==> config.mk <==
export PLATFORM = sky130hd
export DESIGN_NAME = stereo_pop_click_detector
export DESIGN_NICKNAME = d
export VERILOG_FILES = /design/src/rtl/spcd_pkg.sv /design/src/rtl/spcd_minmax.sv /design/src/rtl/spcd_detect.sv /design/src/rtl/spcd_window.sv /design/src/rtl/stereo_pop_click_detector.sv
export SDC_FILE = /design/constraint.sdc
export NUM_CORES = 1
export LEC_CHECK = 0
export BUFFER_PORTS_ARGS = -buffer_cell sky130_fd_sc_hd__buf_2
export CELL_PAD_IN_SITES_DETAIL_PLACEMENT = 0
export CELL_PAD_IN_SITES_GLOBAL_PLACEMENT = 1
export CORE_MARGIN = 3
export CORE_UTILIZATION = 52
export DETAILED_ROUTE_END_ITERATION = 8
export GPL_TIMING_DRIVEN = 0
export PLACE_DENSITY = 0.95
export RECOVER_POWER = 50
export SYNTH_ARGS = -nofsm -noshare
export SYNTH_HDL_FRONTEND = slang
export SYNTH_SLANG_ARGS = --single-unit
==> constraint.sdc <==
create_clock -name clk -period 19.2 [get_ports clk]
set_clock_uncertainty 0.15 [all_clocks]
set_input_delay 0 -clock clk [delete_from_list [all_inputs] [get_ports clk]]
set_output_delay 0 -clock clk [all_outputs]
set_load 0.02 [all_outputs]
==> src/rtl/spcd_pkg.sv <==
// Shared types and constants for the stereo pop/click detector.
// No dependencies; imported by every module of the block.
package spcd_pkg;

  localparam int SAMPLE_W = 16;
  localparam int OFFSET_W = 16;
  localparam int GAIN_W   = 3;
  localparam int CFG_IDX_W  = 2;
  localparam int CFG_DATA_W = 16;

  // neighbor range (17 bits) plus offset gives 18 bits, shifted by up to 7
  localparam int RANGE_W = SAMPLE_W + 1;
  localparam int BASE_W  = SAMPLE_W + 2;
  localparam int DEV_W   = BASE_W + (1 << GAIN_W) - 1;
  localparam int CMP_W   = DEV_W + 2;

  localparam int SIDE_DEFAULT = 2;

  localparam logic [OFFSET_W-1:0] OFFSET_RESET = OFFSET_W'(120);
  localparam logic [GAIN_W-1:0]   GAIN_RESET   = GAIN_W'(2);

  // configuration register indexes
  localparam logic [CFG_IDX_W-1:0] CFG_DEV_OFFSET = CFG_IDX_W'(0);
  localparam logic [CFG_IDX_W-1:0] CFG_GAIN_SHIFT = CFG_IDX_W'(1);

  typedef logic signed [SAMPLE_W-1:0] sample_t;

  typedef struct packed {
    sample_t smp_l;
    sample_t smp_r;
    logic    er_l;
    logic    er_r;
  } slot_t;

  // handshake control from the top level into the window
  typedef struct packed {
    logic accept;
    logic advance;
  } pipe_ctl_t;

endpackage

==> src/rtl/spcd_minmax.sv <==
// Registered-free max/min reduction tree over N signed samples.
// Depends on spcd_pkg for the sample type.
module spcd_minmax #(
  parameter int N = 2 * spcd_pkg::SIDE_DEFAULT
) (
  input  spcd_pkg::sample_t vals [N],
  output spcd_pkg::sample_t max_o,
  output spcd_pkg::sample_t min_o
);
  import spcd_pkg::*;

  localparam int NP = 1 << $clog2(N);

  sample_t hi [1:2*NP-1];
  sample_t lo [1:2*NP-1];

  // pad unused leaves with the first value; it cannot move max or min
  for (genvar i = 0; i < NP; i++) begin : g_leaf
    if (i < N) begin : g_real
      assign hi[NP+i] = vals[i];
      assign lo[NP+i] = vals[i];
    end else begin : g_pad
      assign hi[NP+i] = vals[0];
      assign lo[NP+i] = vals[0];
    end
  end

  for (genvar j = 1; j < NP; j++) begin : g_node
    assign hi[j] = (hi[2*j] > hi[2*j+1]) ? hi[2*j] : hi[2*j+1];
    assign lo[j] = (lo[2*j] < lo[2*j+1]) ? lo[2*j] : lo[2*j+1];
  end

  assign max_o = hi[1];
  assign min_o = lo[1];

endmodule

==> src/rtl/spcd_detect.sv <==
// Pop test for one channel: neighbor max/min, threshold, and compare.
// Depends on spcd_pkg and spcd_minmax.
module spcd_detect #(
  parameter int SIDE = spcd_pkg::SIDE_DEFAULT
) (
  input  spcd_pkg::sample_t                  nbr [2*SIDE],
  input  spcd_pkg::sample_t                  center,
  input  logic                               center_er,
  input  logic [spcd_pkg::OFFSET_W-1:0]      dev_offset,
  input  logic [spcd_pkg::GAIN_W-1:0]        gain_shift,
  output logic                               flag
);
  import spcd_pkg::*;

  sample_t                   nbr_max;
  sample_t                   nbr_min;
  logic [RANGE_W-1:0]        rng;
  logic [BASE_W-1:0]         base;
  logic [DEV_W-1:0]          dev;
  logic signed [BASE_W-1:0]  d_hi;
  logic signed [BASE_W-1:0]  d_lo;
  logic                      pop;

  spcd_minmax #(.N(2 * SIDE)) u_minmax (
    .vals  (nbr),
    .max_o (nbr_max),
    .min_o (nbr_min)
  );

  always_comb begin
    rng  = RANGE_W'($signed({nbr_max[SAMPLE_W-1], nbr_max}) -
                    $signed({nbr_min[SAMPLE_W-1], nbr_min}));
    base = BASE_W'(rng) + BASE_W'(dev_offset);
    dev  = DEV_W'(base) << gain_shift;
    d_hi = BASE_W'(center) - BASE_W'(nbr_max);
    d_lo = BASE_W'(nbr_min) - BASE_W'(center);
    pop  = ($signed(CMP_W'(d_hi)) > $signed({2'b00, dev})) ||
           ($signed(CMP_W'(d_lo)) > $signed({2'b00, dev}));
    flag = center_er | pop;
  end

endmodule

==> src/rtl/spcd_window.sv <==
// Sample window shift register with fill counter and pending-center flag.
// Depends on spcd_pkg.
module spcd_window #(
  parameter int SIDE = spcd_pkg::SIDE_DEFAULT
) (
  input  logic                clk,
  input  logic                rst_n,
  input  spcd_pkg::pipe_ctl_t ctl,
  input  spcd_pkg::slot_t     in_slot,
  output spcd_pkg::slot_t     win [2*SIDE+1],
  output logic                pend
);
  import spcd_pkg::*;

  localparam int WIN_LEN = 2 * SIDE + 1;
  localparam int FILL_W  = $clog2(SIDE + 1);

  slot_t              win_r [WIN_LEN];
  logic [FILL_W-1:0]  fill_r;
  logic [FILL_W-1:0]  fill_nxt;
  logic               pend_r;
  logic               pend_nxt;

  always_comb begin
    fill_nxt = fill_r;
    pend_nxt = pend_r;
    if (ctl.accept) begin
      // a center is ready once SIDE earlier items sit in front of the new one
      pend_nxt = (fill_r == FILL_W'(SIDE));
      if (fill_r != FILL_W'(SIDE)) begin
        fill_nxt = fill_r + FILL_W'(1);
      end
    end else if (ctl.advance) begin
      pend_nxt = 1'b0;
    end
  end

  always_ff @(posedge clk) begin
    if (!rst_n) begin
      for (int i = 0; i < WIN_LEN; i++) begin
        win_r[i] <= '0;
      end
      fill_r <= '0;
      pend_r <= 1'b0;
    end else begin
      fill_r <= fill_nxt;
      pend_r <= pend_nxt;
      if (ctl.accept) begin
        for (int i = 0; i < WIN_LEN - 1; i++) begin
          win_r[i] <= win_r[i+1];
        end
        win_r[WIN_LEN-1] <= in_slot;
      end
    end
  end

  assign win  = win_r;
  assign pend = pend_r;

endmodule

==> src/rtl/stereo_pop_click_detector.sv <==
// Stereo pop/click detector: sliding window of 2*SIDE+1 sample pairs,
// per-channel outlier test against neighbor max/min.
// Usage:
//   Input channel (in_valid / in_stall): one stereo pair with erasure flags
//   per transfer. Result channel (out_valid / out_stall): the pair taken SIDE
//   transfers earlier, values unchanged, flags set if already erased or if a
//   pop was found. The first SIDE input transfers after reset give no result.
//   Configuration (cfg_valid / cfg_ready / cfg_index / cfg_data): index 0 is
//   the deviation offset, index 1 the gain shift; write only while idle.
// Result path: after the transfer of sample k+SIDE, the result for sample k
//   passes the window register, then the detect compare into the output
//   register, once that is free; the receiver takes it when out_stall is low.
// Throughput: one item per cycle while out_stall is low; the window-to-output
//   compare path is a single stage, so a transfer can then happen on every clock.
// Reset: window cleared to zero samples with flags clear, fill count zero,
//   offset 120, gain shift 2.
// Stall: with the output register full and stalled, one more item is still
//   taken; in_stall rises only when a computed center is also waiting.
// Depends on spcd_pkg, spcd_window, spcd_detect, spcd_minmax.
module stereo_pop_click_detector #(
  parameter int SIDE = spcd_pkg::SIDE_DEFAULT
) (
  input  logic                               clk,
  input  logic                               rst_n,
  input  logic                               in_valid,
  output logic                               in_stall,
  input  spcd_pkg::sample_t                  in_left_sample,
  input  spcd_pkg::sample_t                  in_right_sample,
  input  logic                               in_left_erased,
  input  logic                               in_right_erased,
  output logic                               out_valid,
  input  logic                               out_stall,
  output spcd_pkg::sample_t                  out_left_out,
  output spcd_pkg::sample_t                  out_right_out,
  output logic                               out_left_flag,
  output logic                               out_right_flag,
  input  logic                               cfg_valid,
  output logic                               cfg_ready,
  input  logic [spcd_pkg::CFG_IDX_W-1:0]     cfg_index,
  input  logic [spcd_pkg::CFG_DATA_W-1:0]    cfg_data
);
  import spcd_pkg::*;

  localparam int WIN_LEN = 2 * SIDE + 1;

  slot_t              in_slot;
  slot_t              win [WIN_LEN];
  pipe_ctl_t          ctl;
  logic               pend;
  logic               out_free;
  sample_t            nbr_l [2*SIDE];
  sample_t            nbr_r [2*SIDE];
  slot_t              ctr;
  logic               flag_l;
  logic               flag_r;

  logic [OFFSET_W-1:0] dev_offset_r;
  logic [GAIN_W-1:0]   gain_shift_r;

  logic     out_valid_r;
  logic     out_valid_nxt;
  sample_t  out_left_r;
  sample_t  out_right_r;
  logic     out_lflag_r;
  logic     out_rflag_r;

  // configuration registers
  assign cfg_ready = 1'b1;

  always_ff @(posedge clk) begin
    if (!rst_n) begin
      dev_offset_r <= OFFSET_RESET;
      gain_shift_r <= GAIN_RESET;
    end else if (cfg_valid && cfg_ready) begin
      case (cfg_index)
        CFG_DEV_OFFSET: dev_offset_r <= cfg_data[OFFSET_W-1:0];
        CFG_GAIN_SHIFT: gain_shift_r <= cfg_data[GAIN_W-1:0];
        default: ;
      endcase
    end
  end

  // handshake
  assign out_free    = !out_valid_r || !out_stall;
  assign ctl.advance = pend && out_free;
  assign in_stall    = pend && !out_free;
  assign ctl.accept  = in_valid && !in_stall;

  assign in_slot.smp_l = in_left_sample;
  assign in_slot.smp_r = in_right_sample;
  assign in_slot.er_l  = in_left_erased;
  assign in_slot.er_r  = in_right_erased;

  spcd_window #(.SIDE(SIDE)) u_window (
    .clk     (clk),
    .rst_n   (rst_n),
    .ctl     (ctl),
    .in_slot (in_slot),
    .win     (win),
    .pend    (pend)
  );

  // neighbors: SIDE before the center and SIDE after it
  for (genvar i = 0; i < SIDE; i++) begin : g_nbr
    assign nbr_l[i]        = win[i].smp_l;
    assign nbr_r[i]        = win[i].smp_r;
    assign nbr_l[SIDE + i] = win[SIDE + 1 + i].smp_l;
    assign nbr_r[SIDE + i] = win[SIDE + 1 + i].smp_r;
  end

  assign ctr = win[SIDE];

  spcd_detect #(.SIDE(SIDE)) u_detect_l (
    .nbr        (nbr_l),
    .center     (ctr.smp_l),
    .center_er  (ctr.er_l),
    .dev_offset (dev_offset_r),
    .gain_shift (gain_shift_r),
    .flag       (flag_l)
  );

  spcd_detect #(.SIDE(SIDE)) u_detect_r (
    .nbr        (nbr_r),
    .center     (ctr.smp_r),
    .center_er  (ctr.er_r),
    .dev_offset (dev_offset_r),
    .gain_shift (gain_shift_r),
    .flag       (flag_r)
  );

  // output register
  always_comb begin
    out_valid_nxt = out_valid_r;
    if (ctl.advance) begin
      out_valid_nxt = 1'b1;
    end else if (!out_stall) begin
      out_valid_nxt = 1'b0;
    end
  end

  always_ff @(posedge clk) begin
    if (!rst_n) begin
      out_valid_r <= 1'b0;
    end else begin
      out_valid_r <= out_valid_nxt;
    end
  end

  always_ff @(posedge clk) begin
    if (ctl.advance) begin
      out_left_r  <= ctr.smp_l;
      out_right_r <= ctr.smp_r;
      out_lflag_r <= flag_l;
      out_rflag_r <= flag_r;
    end
  end

  assign out_valid      = out_valid_r;
  assign out_left_out   = out_left_r;
  assign out_right_out  = out_right_r;
  assign out_left_flag  = out_lflag_r;
  assign out_right_flag = out_rflag_r;

`ifndef SYNTH
  a_stall_cause: assert property (@(posedge clk) disable iff (!rst_n)
    in_stall |-> (pend && out_valid_r && out_stall))
    else $error("input stalled without a blocked pending center");

  a_advance_fills: assert property (@(posedge clk) disable iff (!rst_n)
    ctl.advance |=> out_valid_r)
    else $error("output register empty after a center advanced");

  a_valid_source: assert property (@(posedge clk) disable iff (!rst_n)
    $rose(out_valid_r) |-> $past(pend))
    else $error("result appeared with no pending center");
`endif

endmodule

==> metrics.txt <==
# TYPE chip_impl_metric gauge
chip_impl_info{name="outcome",value="complete, but fails checks"} 1
chip_impl_info{name="failed_checks",value="max-capacitance violations, max-slew violations"} 1
chip_impl_metric{name="worst-endpoint-required",unit="ns"} 19.43
chip_impl_metric{name="wl",unit="µm"} 72500
chip_impl_metric{name="asyncSetResetFlopFracSynth",unit="%"} 0
chip_impl_info{name="yosysTopAreaCell",value="sky130_fd_sc_hd__ha_1"} 1
chip_impl_metric{name="placement.io_buffers",unit=""} 91
chip_impl_metric{name="cts.reportedPaths.clkPinSlew",unit="ns"} 0.06
chip_impl_metric{name="ctsHoldBuffers",unit=""} 67
chip_impl_metric{name="clk-insertion-delay-late",unit="ns"} 0.57
chip_impl_metric{name="slew_headroom",unit="%"} -59.1
chip_impl_metric{name="synthesis.area_per_instance",unit="µm²"} 7.72
chip_impl_metric{name="synth_cell_type_count",unit=""} 90
chip_impl_metric{name="layout-area-overhead-vs-synth",unit="%"} 12.1
chip_impl_metric{name="cp_num_cells",unit=""} 58
chip_impl_metric{name="vias",unit=""} 21805
chip_impl_info{name="hp-start",value="in_left_sample[13]"} 1
chip_impl_metric{name="tns",unit="ns"} 0
chip_impl_metric{name="via_count_of_the_first_global_routing_pass",unit=""} 20760
chip_impl_metric{name="cts_buffers",unit=""} 28
chip_impl_metric{name="post-dp-hpwl",unit="µm"} 59700
chip_impl_info{name="end_kind",value="flop"} 1
chip_impl_metric{name="overflow",unit=""} 0
chip_impl_metric{name="remaining_drc_errors",unit=""} 0
chip_impl_metric{name="synth_edf_count",unit=""} 34
chip_impl_metric{name="critPathMaxFanout",unit=""} 10
chip_impl_metric{name="netlist_area",unit="µm²"} 22800
chip_impl_info{name="rsz_0062_raised_after_global_routing",value="no"} 1
chip_impl_metric{name="routedWlPerCell",unit="µm"} 19.4
chip_impl_metric{name="cts_max_level",unit=""} 1
chip_impl_metric{name="synth_warnings",unit=""} 0
chip_impl_metric{name="cell_count_after_placement",unit=""} 3625
chip_impl_metric{name="final_core_utilization",unit="%"} 59.1
chip_impl_metric{name="cts_buffer_depth",unit=""} 3
chip_impl_metric{name="grt_start_max_net_pins",unit=""} 23
chip_impl_metric{name="rows",unit=""} 76
chip_impl_metric{name="r2r_setup_slack",unit="ns"} 5.48
chip_impl_info{name="crit_path_end",value="out_left_flag"} 1
chip_impl_metric{name="detailedRoute.firstPassIterationCount",unit=""} 5
chip_impl_metric{name="synth-seq-area-share",unit="%"} 21.1
chip_impl_metric{name="layout.cells.non_filler",unit=""} 3743
chip_impl_metric{name="final_antenna_net_count",unit=""} 0
chip_impl_metric{name="finalCritPeriodShare",unit="%"} 71.4
chip_impl_metric{name="boundaryPins",unit=""} 94
chip_impl_metric{name="cts.repair_timing.setup_buffer_count",unit=""} 0
chip_impl_metric{name="leakage",unit="nW"} 11.2
chip_impl_metric{name="cts-resized-gates",unit=""} 0
chip_impl_metric{name="dieArea",unit="µm²"} 46300
chip_impl_metric{name="floorplan.die.height",unit="µm"} 215
chip_impl_metric{name="clock_sinks",unit=""} 223
chip_impl_metric{name="fin_crit",unit="ns"} 13.72
chip_impl_info{name="crit-reg2reg-capture",value="out_left_flag"} 1
chip_impl_metric{name="syn_nets",unit=""} 3356
chip_impl_metric{name="postSynthRegisterBits",unit=""} 223
chip_impl_metric{name="layout-drive-gt1-share",unit="%"} 6.21
chip_impl_info{name="synth.top_cells.by_area",value="sky130_fd_sc_hd__ha_1 (19%), sky130_fd_sc_hd__dfxtp_1 (17%), sky130_fd_sc_hd__nand2_1 (7.9%), sky130_fd_sc_hd__mux2i_1 (6.8%), sky130_fd_sc_hd__a21boi_0 (6.7%)"} 1
chip_impl_info{name="launching_point_of_the_worst_reg2reg_path",value="u_window.win[33]"} 1
chip_impl_info{name="yosys-top-cells-count",value="sky130_fd_sc_hd__nand2_1 (482), sky130_fd_sc_hd__ha_1 (343), sky130_fd_sc_hd__inv_1 (260), sky130_fd_sc_hd__nor2_1 (227), sky130_fd_sc_hd__a21oi_1 (218)"} 1
chip_impl_metric{name="fp.dieW",unit="µm"} 215
chip_impl_metric{name="timing.final.hold_violations",unit=""} 0
chip_impl_info{name="critPathLaunchType",value="flop"} 1
chip_impl_metric{name="post_dp_cell_area",unit="µm²"} 24000
chip_impl_metric{name="power-per-cell-area",unit="nW/µm²"} 138
chip_impl_metric{name="design.core.area",unit="µm²"} 43200
chip_impl_info{name="yosysMostFrequentCell",value="sky130_fd_sc_hd__nand2_1"} 1
chip_impl_metric{name="fmax",unit="GHz"} 0.0729
chip_impl_info{name="yosys_most_used_dff",value="sky130_fd_sc_hd__dfxtp_1"} 1
chip_impl_metric{name="finalMaxSlewViolations",unit=""} 37
chip_impl_metric{name="post_synthesis_cells",unit=""} 2948
chip_impl_metric{name="max-vdd-ir-drop",unit="V"} 0.0000887
chip_impl_metric{name="critical-path-max-stage-delay",unit="ns"} 0.59
chip_impl_info{name="clk_root_buffer_cell",value="sky130_fd_sc_hd__clkbuf_16"} 1
chip_impl_metric{name="critPathBufInv",unit=""} 5
chip_impl_metric{name="groute.usage.overall",unit="%"} 30.1
chip_impl_info{name="critical_path_class",value="reg -> reg"} 1
chip_impl_info{name="critPathSlowestCell",value="sky130_fd_sc_hd__clkbuf_1"} 1
chip_impl_info{name="worst_setup_path_startpoint",value="u_window.win[33]"} 1
chip_impl_metric{name="grt_first_pass_wirelength",unit="µm"} 112000
chip_impl_info{name="critical_path.top_delay_family",value="compound AO/OA/AOI/OAI gates"} 1
chip_impl_info{name="timing.hold.worst.class",value="in -> reg"} 1
chip_impl_metric{name="stdcell_area",unit="µm²"} 25500
chip_impl_metric{name="initial_core_utilization",unit="%"} 52.7
chip_impl_metric{name="via_per_inst",unit=""} 5.83
chip_impl_metric{name="transition_time_of_the_tightest_slew_check_pin",unit="ns"} 2.36
chip_impl_metric{name="setup_viols_final",unit=""} 0
chip_impl_metric{name="final_net_count",unit=""} 3545
chip_impl_metric{name="synth_top_cell_area_share",unit="%"} 18.9
chip_impl_metric{name="detailedRoute.firstIterationViolations",unit=""} 1656
chip_impl_metric{name="antenna_found_initial",unit=""} 1
chip_impl_info{name="cts_tree",value="yes"} 1
chip_impl_metric{name="place_congestion",unit=""} 0.996
chip_impl_metric{name="worst_reg_to_reg_path_cell_count",unit=""} 58
chip_impl_metric{name="inserted_diodes",unit=""} 0
chip_impl_metric{name="arrival",unit="ns"} 13.95
chip_impl_metric{name="max-cap-violations",unit=""} 2
chip_impl_info{name="library_cell_appearing_most_often_on_the_critical_path",value="sky130_fd_sc_hd__o21ai_0"} 1
-- how the worst min path moves through the flow --
stage | depth (start not counted) | to | slack [ns]
5_1_grt | 4 | u_window.win[17] | 0.09
3_5_place_dp | 3 | gain_shift_r[1] | 0.1
2_1_floorplan | 2 | dev_offset_r[3] | -0.03
6_report | 4 | u_window.win[31] | 0.07
4_1_cts | 4 | u_window.win[31] | 0.04
3_3_place_gp | 3 | gain_shift_r[1] | 0.09
-- cell type report --
type	count	area, µm²
clock inverters	12	81.3
multi-input cells	2354	16500
plain buffers	110	444
fillers	4046	17700
flip-flops and latches	223	4800
well taps	585	732
repair buffers	159	1080
clock buffers	39	857
inverters	261	980
-- logic make-up after synthesis --
kind of cell               synth area share [%]
and+or+nand+nor                            18.6
AOI/OAI and AO/OA                          21.6
buffers and inverters                      6.25
adders and majority gates                  19.7
DFF                                        21.1
muxes                                      9.30
xor gates and xnor gates                   3.42
other                                    0.0165
-- worst min-delay path, delay by kind of cell --
kind            cells  cell delay (ns)
compound gates      1             0.06
buf+inv             2             0.63
simple gates        1             0.04
-- layout by cell type, fill, tap and decap left out, types with 6 or more instances in the layout --
master,netlist,final
sky130_fd_sc_hd__buf_1,13,12
sky130_fd_sc_hd__nor2b_1,40,40
sky130_fd_sc_hd__clkbuf_1,86,129
sky130_fd_sc_hd__a22oi_1,6,6
sky130_fd_sc_hd__nor3_1,23,23
sky130_fd_sc_hd__nand2b_1,24,24
sky130_fd_sc_hd__and2_1,11,10
sky130_fd_sc_hd__mux2i_1,155,155
sky130_fd_sc_hd__fa_1,8,8
sky130_fd_sc_hd__o21bai_1,7,7
sky130_fd_sc_hd__nand4_1,42,42
sky130_fd_sc_hd__o2111ai_1,9,9
sky130_fd_sc_hd__and3_1,22,22
sky130_fd_sc_hd__o21a_1,27,27
sky130_fd_sc_hd__or3_1,7,7
sky130_fd_sc_hd__nand3_1,47,47
sky130_fd_sc_hd__inv_1,260,260
sky130_fd_sc_hd__a31oi_1,15,15
sky130_fd_sc_hd__clkinv_2,0,6
sky130_fd_sc_hd__clkbuf_16,0,32
sky130_fd_sc_hd__edfxtp_1,34,34
sky130_fd_sc_hd__a21oi_1,218,218
sky130_fd_sc_hd__a31o_2,7,7
sky130_fd_sc_hd__xnor2_1,65,65
sky130_fd_sc_hd__a211oi_1,17,17
sky130_fd_sc_hd__xor2_1,24,24
sky130_fd_sc_hd__a21boi_0,203,203
sky130_fd_sc_hd__ha_1,343,343
sky130_fd_sc_hd__a21o_1,68,68
sky130_fd_sc_hd__o21ai_0,96,96
sky130_fd_sc_hd__dlygate4sd3_1,0,67
sky130_fd_sc_hd__o211ai_1,9,9
sky130_fd_sc_hd__buf_2,7,61
sky130_fd_sc_hd__dfxtp_1,189,189
sky130_fd_sc_hd__mux2_2,43,43
sky130_fd_sc_hd__nor4_1,11,11
sky130_fd_sc_hd__nor2_1,227,227
sky130_fd_sc_hd__nand2_1,482,482
-- registers in the layout (all words and copies together) (netlist names) --
name,flops
dev_offset_r,16
gain_shift_r,3
out_left_flag,1
out_left_out,16
out_right_flag,1
out_right_out,16
out_valid,1
u_window.fill_r,2
u_window.pend,1
u_window.win,166
-- per-layer routing --
| metal | vias to the layer above | GRT usage, % | routed length (µm) |
|---|---|---|---|
| met4 | 0 | 8.59 | 2120 |
| met5 | - | 0 | 0 |
| met1 | 10275 | 42.9 | 33900 |
| met2 | 721 | 48.1 | 31700 |
| met3 | 119 | 3.46 | 4810 |
| li1 | 10690 | - | - |
-- where the power goes --
part	internal, W	total (W)	switching [W]
Sequential	0.000488	0.000503	0.0000143
Clock	0.000312	0.000533	0.000221
Combinational	0.00102	0.00248	0.00146
Total	0.00182	0.00352	0.00169
-- through the flow --
| step | hold WS, ns | worst slack [ns] | power, W |
|---|---|---|---|
| 2_1_floorplan | -0.0258 | 8.18 | 0.00233 |
| 3_3_place_gp | 0.0882 | 6.07 | 0.00285 |
| 3_5_place_dp | 0.0979 | 5.74 | 0.00292 |
| 4_1_cts | 0.0436 | 5.68 | 0.00348 |
| 5_1_grt | 0.0906 | 4.68 | 0.00382 |
| 6_report | 0.0679 | 5.48 | 0.00352 |
Note: power is estimated with default switching activity, not from simulation.
